==> src/thermistor_code_to_temperature_defines.svh <==
// Assertion macros shared by the thermistor conversion modules.
// Each use samples on clk and is disabled while rst is high.
`ifndef THERMISTOR_CODE_TO_TEMPERATURE_DEFINES_SVH
`define THERMISTOR_CODE_TO_TEMPERATURE_DEFINES_SVH

// Same-cycle implication.
`define TCTT_ASSERT(lbl, ante, cons, msg) \
  lbl: assert property (@(posedge clk) disable iff (rst) (ante) |-> (cons)) else $error(msg);

// Next-cycle implication.
`define TCTT_ASSERT_NEXT(lbl, ante, cons, msg) \
  lbl: assert property (@(posedge clk) disable iff (rst) (ante) |=> (cons)) else $error(msg);

`endif

==> src/tctt_pkg.sv <==
package tctt_pkg;

  localparam logic [5:0]         FirstIdx   = 6'd1;
  localparam logic [5:0]         LastIdx    = 6'd42;
  localparam logic [11:0]        CodeTop    = 12'd4063;
  localparam logic [11:0]        CodeBottom = 12'd216;
  localparam logic [11:0]        PortLow    = 12'd3990;
  localparam logic [11:0]        PortHigh   = 12'd4010;
  localparam logic signed [14:0] TempLow    = -15'sd5500;
  localparam logic signed [14:0] TempHigh   = 15'sd15500;
  localparam logic signed [14:0] TempStep   = 15'sd500;
  localparam logic [3:0]         QuoLast    = 4'd8;

  typedef enum logic [2:0] {
    ST_IDLE,
    ST_WALK,
    ST_LOAD,
    ST_DIV,
    ST_HOLD
  } state_t;

  // Segment found by the table walk: upper and lower end codes, base temperature.
  typedef struct packed {
    logic [11:0]        hi;
    logic [11:0]        lo;
    logic signed [14:0] base;
  } seg_t;

  // Converter code at each 5 degree point, from -55 C upwards.
  function automatic logic [11:0] code_at(input logic [5:0] idx);
    logic [11:0] c;
    unique case (idx)
      6'd0:  c = 12'd4063;
      6'd1:  c = 12'd4051;
      6'd2:  c = 12'd4035;
      6'd3:  c = 12'd4015;
      6'd4:  c = 12'd3988;
      6'd5:  c = 12'd3955;
      6'd6:  c = 12'd3913;
      6'd7:  c = 12'd3861;
      6'd8:  c = 12'd3798;
      6'd9:  c = 12'd3722;
      6'd10: c = 12'd3633;
      6'd11: c = 12'd3530;
      6'd12: c = 12'd3411;
      6'd13: c = 12'd3279;
      6'd14: c = 12'd3132;
      6'd15: c = 12'd2973;
      6'd16: c = 12'd2805;
      6'd17: c = 12'd2629;
      6'd18: c = 12'd2448;
      6'd19: c = 12'd2266;
      6'd20: c = 12'd2086;
      6'd21: c = 12'd1910;
      6'd22: c = 12'd1742;
      6'd23: c = 12'd1581;
      6'd24: c = 12'd1430;
      6'd25: c = 12'd1290;
      6'd26: c = 12'd1161;
      6'd27: c = 12'd1043;
      6'd28: c = 12'd936;
      6'd29: c = 12'd839;
      6'd30: c = 12'd753;
      6'd31: c = 12'd675;
      6'd32: c = 12'd606;
      6'd33: c = 12'd544;
      6'd34: c = 12'd489;
      6'd35: c = 12'd439;
      6'd36: c = 12'd395;
      6'd37: c = 12'd356;
      6'd38: c = 12'd322;
      6'd39: c = 12'd291;
      6'd40: c = 12'd263;
      6'd41: c = 12'd238;
      6'd42: c = 12'd216;
      default: c = 12'd0;
    endcase
    return c;
  endfunction

endpackage

==> src/tctt_seg.sv <==
module tctt_seg (
  input  logic               clk,
  input  logic               rst,
  input  logic               start,
  input  logic [11:0]        code,
  output logic               done,
  output tctt_pkg::seg_t     seg
);

  logic                busy;
  logic [5:0]          idx;
  logic signed [14:0]  base;
  logic [11:0]         lo_code;
  logic                hit;

  assign lo_code = tctt_pkg::code_at(idx);
  assign hit     = (lo_code <= code) || (idx == tctt_pkg::LastIdx);
  assign done    = busy && hit;

  assign seg.hi   = tctt_pkg::code_at(idx - 6'd1);
  assign seg.lo   = lo_code;
  assign seg.base = base;

  always_ff @(posedge clk) begin
    if (rst) begin
      busy <= 1'b0;
    end else if (start) begin
      busy <= 1'b1;
    end else if (done) begin
      busy <= 1'b0;
    end
  end

  // Advance one table point a cycle until the code is reached.
  always_ff @(posedge clk) begin
    if (start) begin
      idx  <= tctt_pkg::FirstIdx;
      base <= tctt_pkg::TempLow;
    end else if (busy && !hit) begin
      idx  <= idx + 6'd1;
      base <= base + tctt_pkg::TempStep;
    end
  end

endmodule

==> src/tctt_div.sv <==
`include "thermistor_code_to_temperature_defines.svh"

module tctt_div (
  input  logic        clk,
  input  logic        rst,
  input  logic        start,
  input  logic [16:0] num,
  input  logic [7:0]  den,
  output logic        done,
  output logic [8:0]  quo
);

  logic       busy;
  logic [3:0] cnt;
  logic [7:0] rem;
  logic [8:0] low;
  logic [7:0] den_r;
  logic [8:0] trial;
  logic [8:0] trial_sub;
  logic       ge;
  logic [7:0] rem_next;

  // Quotient fits nine bits, so the top eight dividend bits already sit below den.
  assign trial     = {rem, low[8]};
  assign ge        = trial >= {1'b0, den_r};
  assign trial_sub = trial - {1'b0, den_r};
  assign rem_next  = ge ? trial_sub[7:0] : trial[7:0];
  assign done      = busy && (cnt == tctt_pkg::QuoLast);
  assign quo       = {low[7:0], ge};

  always_ff @(posedge clk) begin
    if (rst) begin
      busy <= 1'b0;
    end else if (start) begin
      busy <= 1'b1;
    end else if (done) begin
      busy <= 1'b0;
    end
  end

  always_ff @(posedge clk) begin
    if (start) begin
      rem   <= num[16:9];
      low   <= num[8:0];
      den_r <= den;
      cnt   <= 4'd0;
    end else if (busy) begin
      rem <= rem_next;
      low <= {low[7:0], ge};
      cnt <= cnt + 4'd1;
    end
  end

  `TCTT_ASSERT(rem_below_den, busy, rem < den_r, "partial remainder reached divisor")

endmodule

==> src/thermistor_code_to_temperature.sv <==
// Thermistor code to temperature: one transfer of adc_code and port_level gives
// one transfer of temp_centi (hundredths of a degree C, truncated), the two range
// flags and sensor_on. Codes at or above 4063 clamp to -55 C with below_range,
// codes below 216 clamp to +155 C with above_range; both skip the walk and the
// divide. Other codes walk the 43-point table one point a cycle and then run a
// 9-step restoring divide. One item is in flight at a time; the result sits in an
// output register, so a new item is taken while the previous result awaits its
// transfer.
`include "thermistor_code_to_temperature_defines.svh"

module thermistor_code_to_temperature (
  input  logic               clk,
  input  logic               rst,
  input  logic               in_valid,
  output logic               in_ready,
  input  logic [11:0]        adc_code,
  input  logic [11:0]        port_level,
  output logic               out_valid,
  input  logic               out_ready,
  output logic signed [14:0] temp_centi,
  output logic               below_range,
  output logic               above_range,
  output logic               sensor_on
);

  tctt_pkg::state_t   state;
  tctt_pkg::state_t   state_next;

  // Item held while the conversion runs
  logic [11:0]        code_r;
  logic               sensor_r;
  logic signed [14:0] res_temp;
  logic               res_below;
  logic               res_above;

  // Segment taken from the table walk
  logic [7:0]         diff_r;
  logic [7:0]         span_r;
  logic signed [14:0] base_r;

  logic               in_xfer;
  logic               clamp;
  logic               seg_start;
  logic               seg_done;
  tctt_pkg::seg_t     seg;
  logic               div_start;
  logic               div_done;
  logic [8:0]         quo;
  logic [16:0]        num;
  logic [11:0]        hi_minus_code;
  logic [11:0]        hi_minus_lo;
  logic               out_load;

  assign in_xfer = in_valid && in_ready;
  assign clamp   = (adc_code >= tctt_pkg::CodeTop) || (adc_code < tctt_pkg::CodeBottom);

  // 500 * diff as 512 - 8 - 4 times diff
  assign num = {diff_r, 9'd0} - {6'd0, diff_r, 3'd0} - {7'd0, diff_r, 2'd0};

  assign hi_minus_code = seg.hi - code_r;
  assign hi_minus_lo   = seg.hi - seg.lo;

  tctt_seg u_seg (
    .clk   (clk),
    .rst   (rst),
    .start (seg_start),
    .code  (code_r),
    .done  (seg_done),
    .seg   (seg)
  );

  tctt_div u_div (
    .clk   (clk),
    .rst   (rst),
    .start (div_start),
    .num   (num),
    .den   (span_r),
    .done  (div_done),
    .quo   (quo)
  );

  // Next state
  always_comb begin
    state_next = state;
    unique case (state)
      tctt_pkg::ST_IDLE: begin
        if (in_xfer) begin
          state_next = clamp ? tctt_pkg::ST_HOLD : tctt_pkg::ST_WALK;
        end
      end
      tctt_pkg::ST_WALK: begin
        if (seg_done) begin
          state_next = tctt_pkg::ST_LOAD;
        end
      end
      tctt_pkg::ST_LOAD: begin
        state_next = tctt_pkg::ST_DIV;
      end
      tctt_pkg::ST_DIV: begin
        if (div_done) begin
          state_next = tctt_pkg::ST_HOLD;
        end
      end
      tctt_pkg::ST_HOLD: begin
        if (out_load) begin
          state_next = tctt_pkg::ST_IDLE;
        end
      end
      default: state_next = tctt_pkg::ST_IDLE;
    endcase
  end

  // Control outputs
  always_comb begin
    in_ready  = 1'b0;
    seg_start = 1'b0;
    div_start = 1'b0;
    out_load  = 1'b0;
    unique case (state)
      tctt_pkg::ST_IDLE: begin
        in_ready  = 1'b1;
        seg_start = in_valid && !clamp;
      end
      tctt_pkg::ST_LOAD: begin
        div_start = 1'b1;
      end
      tctt_pkg::ST_HOLD: begin
        out_load = !out_valid || out_ready;
      end
      default: begin
        in_ready = 1'b0;
      end
    endcase
  end

  always_ff @(posedge clk) begin
    if (rst) begin
      state <= tctt_pkg::ST_IDLE;
    end else begin
      state <= state_next;
    end
  end

  // Capture the item; clamped codes have their result settled here
  always_ff @(posedge clk) begin
    if (in_xfer) begin
      code_r    <= adc_code;
      sensor_r  <= (port_level > tctt_pkg::PortLow) && (port_level < tctt_pkg::PortHigh);
      res_below <= adc_code >= tctt_pkg::CodeTop;
      res_above <= adc_code < tctt_pkg::CodeBottom;
      res_temp  <= (adc_code >= tctt_pkg::CodeTop) ? tctt_pkg::TempLow : tctt_pkg::TempHigh;
    end else if (div_done) begin
      res_temp <= base_r + $signed({6'd0, quo});
    end
  end

  // Hold the segment; diff and span both stay under 183 within one segment
  always_ff @(posedge clk) begin
    if (seg_done) begin
      diff_r <= hi_minus_code[7:0];
      span_r <= hi_minus_lo[7:0];
      base_r <= seg.base;
    end
  end

  // Output register: drop valid on transfer, load when the result is ready
  always_ff @(posedge clk) begin
    if (rst) begin
      out_valid <= 1'b0;
    end else if (out_load) begin
      out_valid <= 1'b1;
    end else if (out_ready) begin
      out_valid <= 1'b0;
    end
  end

  always_ff @(posedge clk) begin
    if (out_load) begin
      temp_centi  <= res_temp;
      below_range <= res_below;
      above_range <= res_above;
      sensor_on   <= sensor_r;
    end
  end

  `TCTT_ASSERT(flags_exclusive, out_valid, !(below_range && above_range), "both range flags set")
  `TCTT_ASSERT(below_clamps, out_valid && below_range, temp_centi == tctt_pkg::TempLow, "below range not clamped")
  `TCTT_ASSERT(above_clamps, out_valid && above_range, temp_centi == tctt_pkg::TempHigh, "above range not clamped")
  `TCTT_ASSERT_NEXT(clamp_skips_walk, in_xfer && clamp, state == tctt_pkg::ST_HOLD, "clamped code entered the walk")

endmodule
==> config.mk <==
export PLATFORM = sky130hd
export DESIGN_NAME = thermistor_code_to_temperature
export DESIGN_NICKNAME = d
export VERILOG_FILES = /design/src/tctt_pkg.sv /design/src/tctt_seg.sv /design/src/tctt_div.sv /design/src/thermistor_code_to_temperature.sv
export VERILOG_INCLUDE_DIRS = /design/src /design/src/src
export SDC_FILE = /design/constraint.sdc
export NUM_CORES = 1
export LEC_CHECK = 0
export BUFFER_PORTS_ARGS = -buffer_cell sky130_fd_sc_hd__buf_2
export CAP_MARGIN = 20
export CORE_MARGIN = 10
export CORE_UTILIZATION = 50
export DETAILED_ROUTE_END_ITERATION = 16
export HOLD_SLACK_MARGIN = 0.08
export PLACE_DENSITY = 0.75
export SYNTH_ARGS = -nofsm -noshare
export SYNTH_HDL_FRONTEND = slang
export SYNTH_SLANG_ARGS = --single-unit
==> constraint.sdc <==
create_clock -name clk -period 4.8 [get_ports clk]
set_clock_uncertainty 0.2 [all_clocks]
set_input_delay 0.48 -clock clk [delete_from_list [all_inputs] [get_ports clk]]
set_output_delay 0.48 -clock clk [all_outputs]
set_load 0.1 [all_outputs]
; After elaboration in Yosys (flattened, before gate mapping)
; Memories as Yosys holds them, arrays and structs flattened. A register that Yosys moved wholly into a read port is not among the register bits.
; Index checks and enable logic that the tools add are counted.
[word_totals]
ff_bits = 135
rom_bits = 1536
inputBits = 28
wordCells = 95
mem_count = 2
[memory_table]
columns = memory, words, word_bits, rd, rd_ports_with_merged_regs, wr, line_no
row1 = (name not given), 64, 12, 1, 0, 0, tctt_pkg.sv:32  ; unique case (idx)
row2 = (name not given), 64, 12, 1, 1, 0, tctt_pkg.sv:32
[classes]
add_sub_neg = 10
order_cmp = 6
n_eq_ne = 10
mux = 26
reduce_logical = 19
[op_table]
columns = op, n
row1 = 15-bit two-way mux, 3
row2 = 8-bit two-way mux, 3
row3 = 8-bit subtractor, 3
row4 = 9-bit two-way mux, 2
row5 = 17-bit by 10-bit subtractor with 17-bit output, 1
row6 = 17-bit by 11-bit subtractor with 17-bit output, 1
row7 = 15-bit by 10-bit adder with 15-bit output, 1
row8 = 15-bit by 10-bit adder with 15-bit output (second input constant), 1
row9 = 3-bit two-way mux, 5
row10 = 3-bit one-hot mux with 5 select lines, 1
row11 = 12-bit >= comparator (second input constant), 1
row12 = 12-bit greater-than comparator (second input constant), 1
row13 = 12-bit <= comparator, 1
row14 = 12-bit less-than comparator (second input constant), 1
row15 = 12-bit by 8-bit less-than comparator with 1-bit output (second input constant), 1
row16 = 6-bit two-way mux, 2
row17 = 1-bit two-way mux, 10
row18 = 2-bit nonzero test, 5
row19 = 9-bit by 8-bit >= comparator with 1-bit output, 1
row20 = 2-bit inequality test (second input constant), 4
row21 = 6-bit by 1-bit adder with 6-bit output (second input constant), 1
row22 = 3-bit by 2-bit == test with 1-bit output (second input constant), 2
row23 = 6-bit == test (second input constant), 1
row24 = 1-bit logical AND, 6
row25 = 9 further kinds, 13

; Depth between registers and ports, before layout
[logic_depth]
ltp_word = 6
ltp_mapped = 22
depth_no_buf = 21

; Cells and area by module
; From an unflattened synthesis, not the netlist that was laid out.
[unflattened]
cells_unflattened = 1075
area_unflattened_um2 = 10117.2
[by_module_without_submodules]
columns = mod, instances, cells_each, area_each_um2, seq_area_each_um2
row1 = thermistor_code_to_temperature, 1, 412, 4737.0, 2452.4
row2 = tctt_seg, 1, 512, 3629.7, 640.6
row3 = tctt_div, 1, 151, 1750.4, 850.8

; Worst setup path after synthesis
; Ideal clock, no wire load.
[synth_timing]
path_kind = reg2reg
startpoint = register state[2]
endpoint = register u_seg.lo_code[0] (netlist name)
setup_time_ps = 79
t_arrival_ps = 4739
required_ps = 4521
slack_ps = -218
stages_incl_launch_ff = 14
n_path_buf = 2
synth_period_minus_slack_ps = 5018
path_cell_list = dfxtp_1 clkbuf_1 nor3_1 nand2_1 or3_1 clkbuf_1 nand2_1 inv_1 ha_1 inv_1 nor3_1 a2111oi_0 a31oi_1 o211ai_1
[synth_via]
elab_chain_cells = 3
[synth_rtl]
columns = item, line_no
row1 = "start, declared", thermistor_code_to_temperature.sv:26  ; tctt_pkg::state_t state;
row2 = "start signal, assigned", thermistor_code_to_temperature.sv:138  ; state <= tctt_pkg::ST_IDLE;
row3 = "start signal, assigned", thermistor_code_to_temperature.sv:140  ; state <= state_next;
row4 = 3-bit zero test, thermistor_code_to_temperature.sv:119  ; unique case (state)
row5 = 1-bit two-way mux, thermistor_code_to_temperature.sv:119
row6 = 6-bit two-way mux (no source line), n/a
; No other way between the ends.
; A chain may end at the register's enable or synchronous reset.

; Final worst setup path
[layout_timing]
startpoint = register u_seg.idx[1]
endpoint = register diff_r[7] (data pin)
[layout_via]
elab_chain_cells = 3
[layout_rtl]
columns = item, line_no
row1 = "start, declared", tctt_seg.sv:11  ; logic [5:0] idx;
row2 = "start signal, assigned", tctt_seg.sv:37  ; idx <= tctt_pkg::FirstIdx;
row3 = "start signal, assigned", tctt_seg.sv:40  ; idx <= idx + 6'd1;
row4 = 6-bit by 1-bit subtractor with 6-bit output, tctt_seg.sv:20  ; assign seg.hi = tctt_pkg::code_at(idx - 6'd1);
row5 = memory 64 x 12 bit, n/a
row6 = 8-bit subtractor, thermistor_code_to_temperature.sv:60  ; assign hi_minus_code = seg.hi - code_r;
row7 = net hi_minus_code[7], thermistor_code_to_temperature.sv:50  ; logic [11:0] hi_minus_code;
row8 = "end signal, assigned", thermistor_code_to_temperature.sv:160  ; diff_r <= hi_minus_code[7:0];
row9 = "end, declared", thermistor_code_to_temperature.sv:37  ; logic [7:0] diff_r;
; The timed path passes the listed nets, and every way through them passes these cells.

==> metrics.md <==
| Metric | Value |
|---|---|
| Outcome | `finished, final reports clean` |
| Min Clock Period, post-route | `4.36 ns` |
| Average size of a mapped cell | `9.27 um^2` |
| Crit path kind | `reg -> reg` |
| Pwr Density | `548 mW/mm^2` |
| Worst min-delay path category | `in -> reg` |
| Area leader, netlist | `edfxtp_1` |
| Unique masters post-synth | `75` |
| Largest net degree at the start of global routing | `30` |
| Critical Path RT | `4.78 ns` |
| RSZ-0062 raised after global routing | `false` |
| Setup-failing EPs final | `0` |
| Slowest library cell on the worst path | `dfxtp_1` |
| Final Util | `0.579` |
| Cts bufs inserted | `17` |
| Die area | `0.0244 mm^2` |
| Avg WL per Cell | `17.2 um` |
| Most frequent CP cell | `a21oi_1` |
| Vias in the first global route | `7105` |
| Tot GR Track Use | `0.184` |
| Max_slew headroom | `0.330` |
| Largest stage delay on the critical path | `0.49 ns` |
| Initial Util | `0.513` |
| Post-synth top area share | `0.330` |
| CP Launch Type | `register` |
| Crit path cell chain | `clkinv_1 -> ha_1 -> inv_1 -> nor2_1 -> nor2_1 -> buf_4 -> a21oi_1 -> nand2_1 -> a21oi_1 -> o22ai_1 -> ha_1 -> nor2b_1 -> o21ai_0 -> nand2b_1 -> a21oi_1 -> nor2b_1 -> o21ai_0 -> nand2b_1 -> a21oi_1 -> xnor2_1` |
| Critical path endpoint category | `register` |
| Synthesized net count | `1110` |
| CTS Buffer Depth | `2` |
| Register bit total from synthesis | `143` |
| Leak | `4.23 nW` |
| Hold EP | `sensor_r` |
| Synth top area cells | `edfxtp_1, ha_1, dfxtp_1, a21oi_1, nor2_1` |
| Total gr overflow | `0` |
| Hold wc startpoint | `port_level[6]` |
| Worst-Margin Slew | `1.00 ns` |
| R2R Path Start | `u_seg.idx[1]` |
| Row count | `49` |
| Max frequency | `229 MHz` |
| Maximum capacitance violations | `0` |
| Post-Synthesis Cells | `1001` |
| Hold depth | `2` |
| Reg power frac | `0.296` |
| Cell area after synthesis | `0.00928 mm^2` |
| Share of cells above drive strength 1 | `0.112` |
| Critical R2R Capture | `diff_r[7]` |
| Initial antenna violation count | `0` |
| Fin Hold WS | `0.129 ns` |
| Root Buffer Master | `clkbuf_16` |
| Die Span Y | `156 um` |
| Clock Pin Slew Worst Setup and Hold Paths | `0.06 ns` |
| Psw | `2.25 mW` |
| Input/output buffers | `47` |
| Post-DP HPWL | `16200 um` |
| Ant. Diodes | `0` |
| Final Slew Violations | `0` |
| CTS tree | `done` |
| Reg2reg setup slack | `0.44 ns` |
| IR drop worst, VDD | `0.285 mV` |
| Final Hold Violating Endpoints | `0` |
| Max FO, Critical Path | `11` |
| Fin crit share | `0.909` |
| Yosys warns | `0` |
| P_int | `3.48 mW` |
| First-pass GRT wire length | `36400 um` |
| Final wirelength | `22200 um` |
| DRC violations left | `0` |
| Sequential area share after synthesis | `0.418` |
| Routability congestion estimate | `0.938` |
| 1st-iter DRT viols | `630` |
| Logic gate share of total power | `0.457` |
| Clock sink count | `143` |
| Die Width | `156 um` |
| Area grow syn2layout | `12.8%` |
| Core Box Area | `0.0181 mm^2` |
| Post-synth EDFFs | `102` |
| Clock power share | `0.247` |
| CTS H-tree depth | `4` |
| Post-Route Setup TNS | `0 ns` |
| I/O pin total | `48` |
| Switching Share | `0.393` |
| Clk Latency, worst-skew pair | `0.43 ns` |
| Total number of vias | `7594` |
| Worst R2R Path Depth | `20` |
| Worst Path Arrival | `4.34 ns` |
| Antenna Nets Post-Route | `0` |
| Top_reg_cell synth | `edfxtp_1` |
| TritonRoute pass-1 iters | `5` |
| Vias per cell | `5.88` |
| Async set or reset register ratio after synthesis | `0` |
| # nets final | `1158` |
## through the flow
stage	instance area, um^2	power (mW)	instances	setup WS [ns]
final	10500	5.73	1291	0.437
after detailed placement	9720	4.28	1248	0.482
after floorplan	9290	3.69	1001	0.663
after CTS	10500	5.71	1290	0.472
after global placement	9720	4.24	1248	0.546
after global routing	10500	6.13	1291	0.0648
## power groups by stage
stage	Clock [mW]	Sequential (mW)	Combinational (mW)
6_report	1.42	1.69	2.62
5_1_grt	1.49	1.71	2.94
4_1_cts	1.43	1.69	2.58
3_5_place_dp	0	1.72	2.56
3_3_place_gp	0	1.71	2.52
2_1_floorplan	0	1.67	2.02
## worst max-delay path by stage
| stage | slack [ns] | end | start |
|---|---|---|---|
| after floorplan | 0.66 | diff_r[7] | u_seg.idx[0] |
| after global placement | 0.55 | span_r[7] | u_seg.idx[1] |
| after detailed placement | 0.48 | span_r[7] | u_seg.idx[1] |
| after CTS | 0.47 | span_r[7] | u_seg.idx[1] |
| after global routing | 0.06 | diff_r[7] | u_seg.idx[1] |
| final | 0.44 | diff_r[7] | u_seg.idx[1] |
## Yosys cell counts, drive strengths merged (4+ instances only)
cell type and number:
xor2 16, nand2 85, nand3 23, a31oi 17, edfxtp 102, nand4 11
a221o 4, o2111ai 4, o31ai 7, nor2 93, o22ai 8, fa 5
nor3 31, xnor2 40, o21ai 68, nand2b 10, nor2b 13, a21oi 89
o21a 6, a211oi 15, ha 76, and3 12, mux2i 8, clkbuf 27
and2 5, a2111oi 4, buf 17, o211ai 16, a21boi 6, dfxtp 41
inv 86, a211o 4, nor4 5, a21o 5
## registers in the layout (all words and copies together) (netlist names), 3 cells and up
signal         count
u_div.rem          8
u_seg.base        13
base_r            13
temp_centi        15
diff_r             8
u_div.cnt          4
res_temp          15
u_seg.lo_code     12
code_r            12
u_div.den_r        8
span_r             8
u_div.low          9
state              3
u_seg.idx          6
## per-layer routing
| metal | vias to the layer above | GRT usage | share of wire |
|---|---|---|---|
| li1 | 3736 | - | - |
| met1 | 3593 | 0.245 | 0.45 |
| met2 | 243 | 0.303 | 0.49 |
| met3 | 22 | 0.0326 | 0.050 |
| met4 | 0 | 0.0503 | 0.0083 |
| met5 | - | 0 | 0 |
## kinds of logic (layout without fill, tap and decap cells)
logic type	count (synthesis)	in the layout	synth area share
buffers and inverters	132	193	0.0588
and+or+nand+nor	297	297	0.151
xor gates and xnor gates	56	56	0.0549
muxes	10	10	0.0115
adders and majority gates	81	81	0.113
DFF	143	143	0.418
AOI/OAI and AO/OA	282	282	0.192
## timing repair
item,4_1_cts,5_1_grt
setup endpoints to repair,0,1
hold buffers,10,1
endpoints found under the hold margin,10,1
resized for setup,0,1
buffers inserted,0,0
## cells in the final DEF, fill, tap and decap left out, types with 10 or more instances in the layout
master / n
o21ai_0: 65
buf_4: 15
xor2_1: 16
a211oi_1: 15
and3_1: 11
a31oi_1: 17
nor3_1: 28
o211ai_1: 16
nand3_1: 23
a21oi_1: 89
inv_1: 80
xnor2_1: 39
nand2_1: 85
buf_2: 47
nor2_1: 91
ha_1: 76
dfxtp_1: 41
nand4_1: 10
clkbuf_16: 17
nor2b_1: 13
edfxtp_1: 102
dlygate4sd3_1: 11
nand2b_1: 10
## cell type report
type	count	area [um^2]
sequential	143	3880
inverter	88	333
timing repair buffer	73	458
fill	1534	7620
tap	229	287
clock buffer	17	425
multi-input combinational	726	4870
clock inverter	15	209
## critical path: cells and delay by family (launching register included)
| kind | cells | cell delay, ns |
|---|---|---|
| simple gates | 7 | 0.74 |
| buf+inv | 3 | 0.69 |
| fa+ha+maj | 2 | 0.72 |
| flops | 1 | 0.49 |
| xor+xnor | 1 | 0.10 |
| compound gates | 7 | 1.15 |
Note: power is estimated with default switching activity, not from simulation.
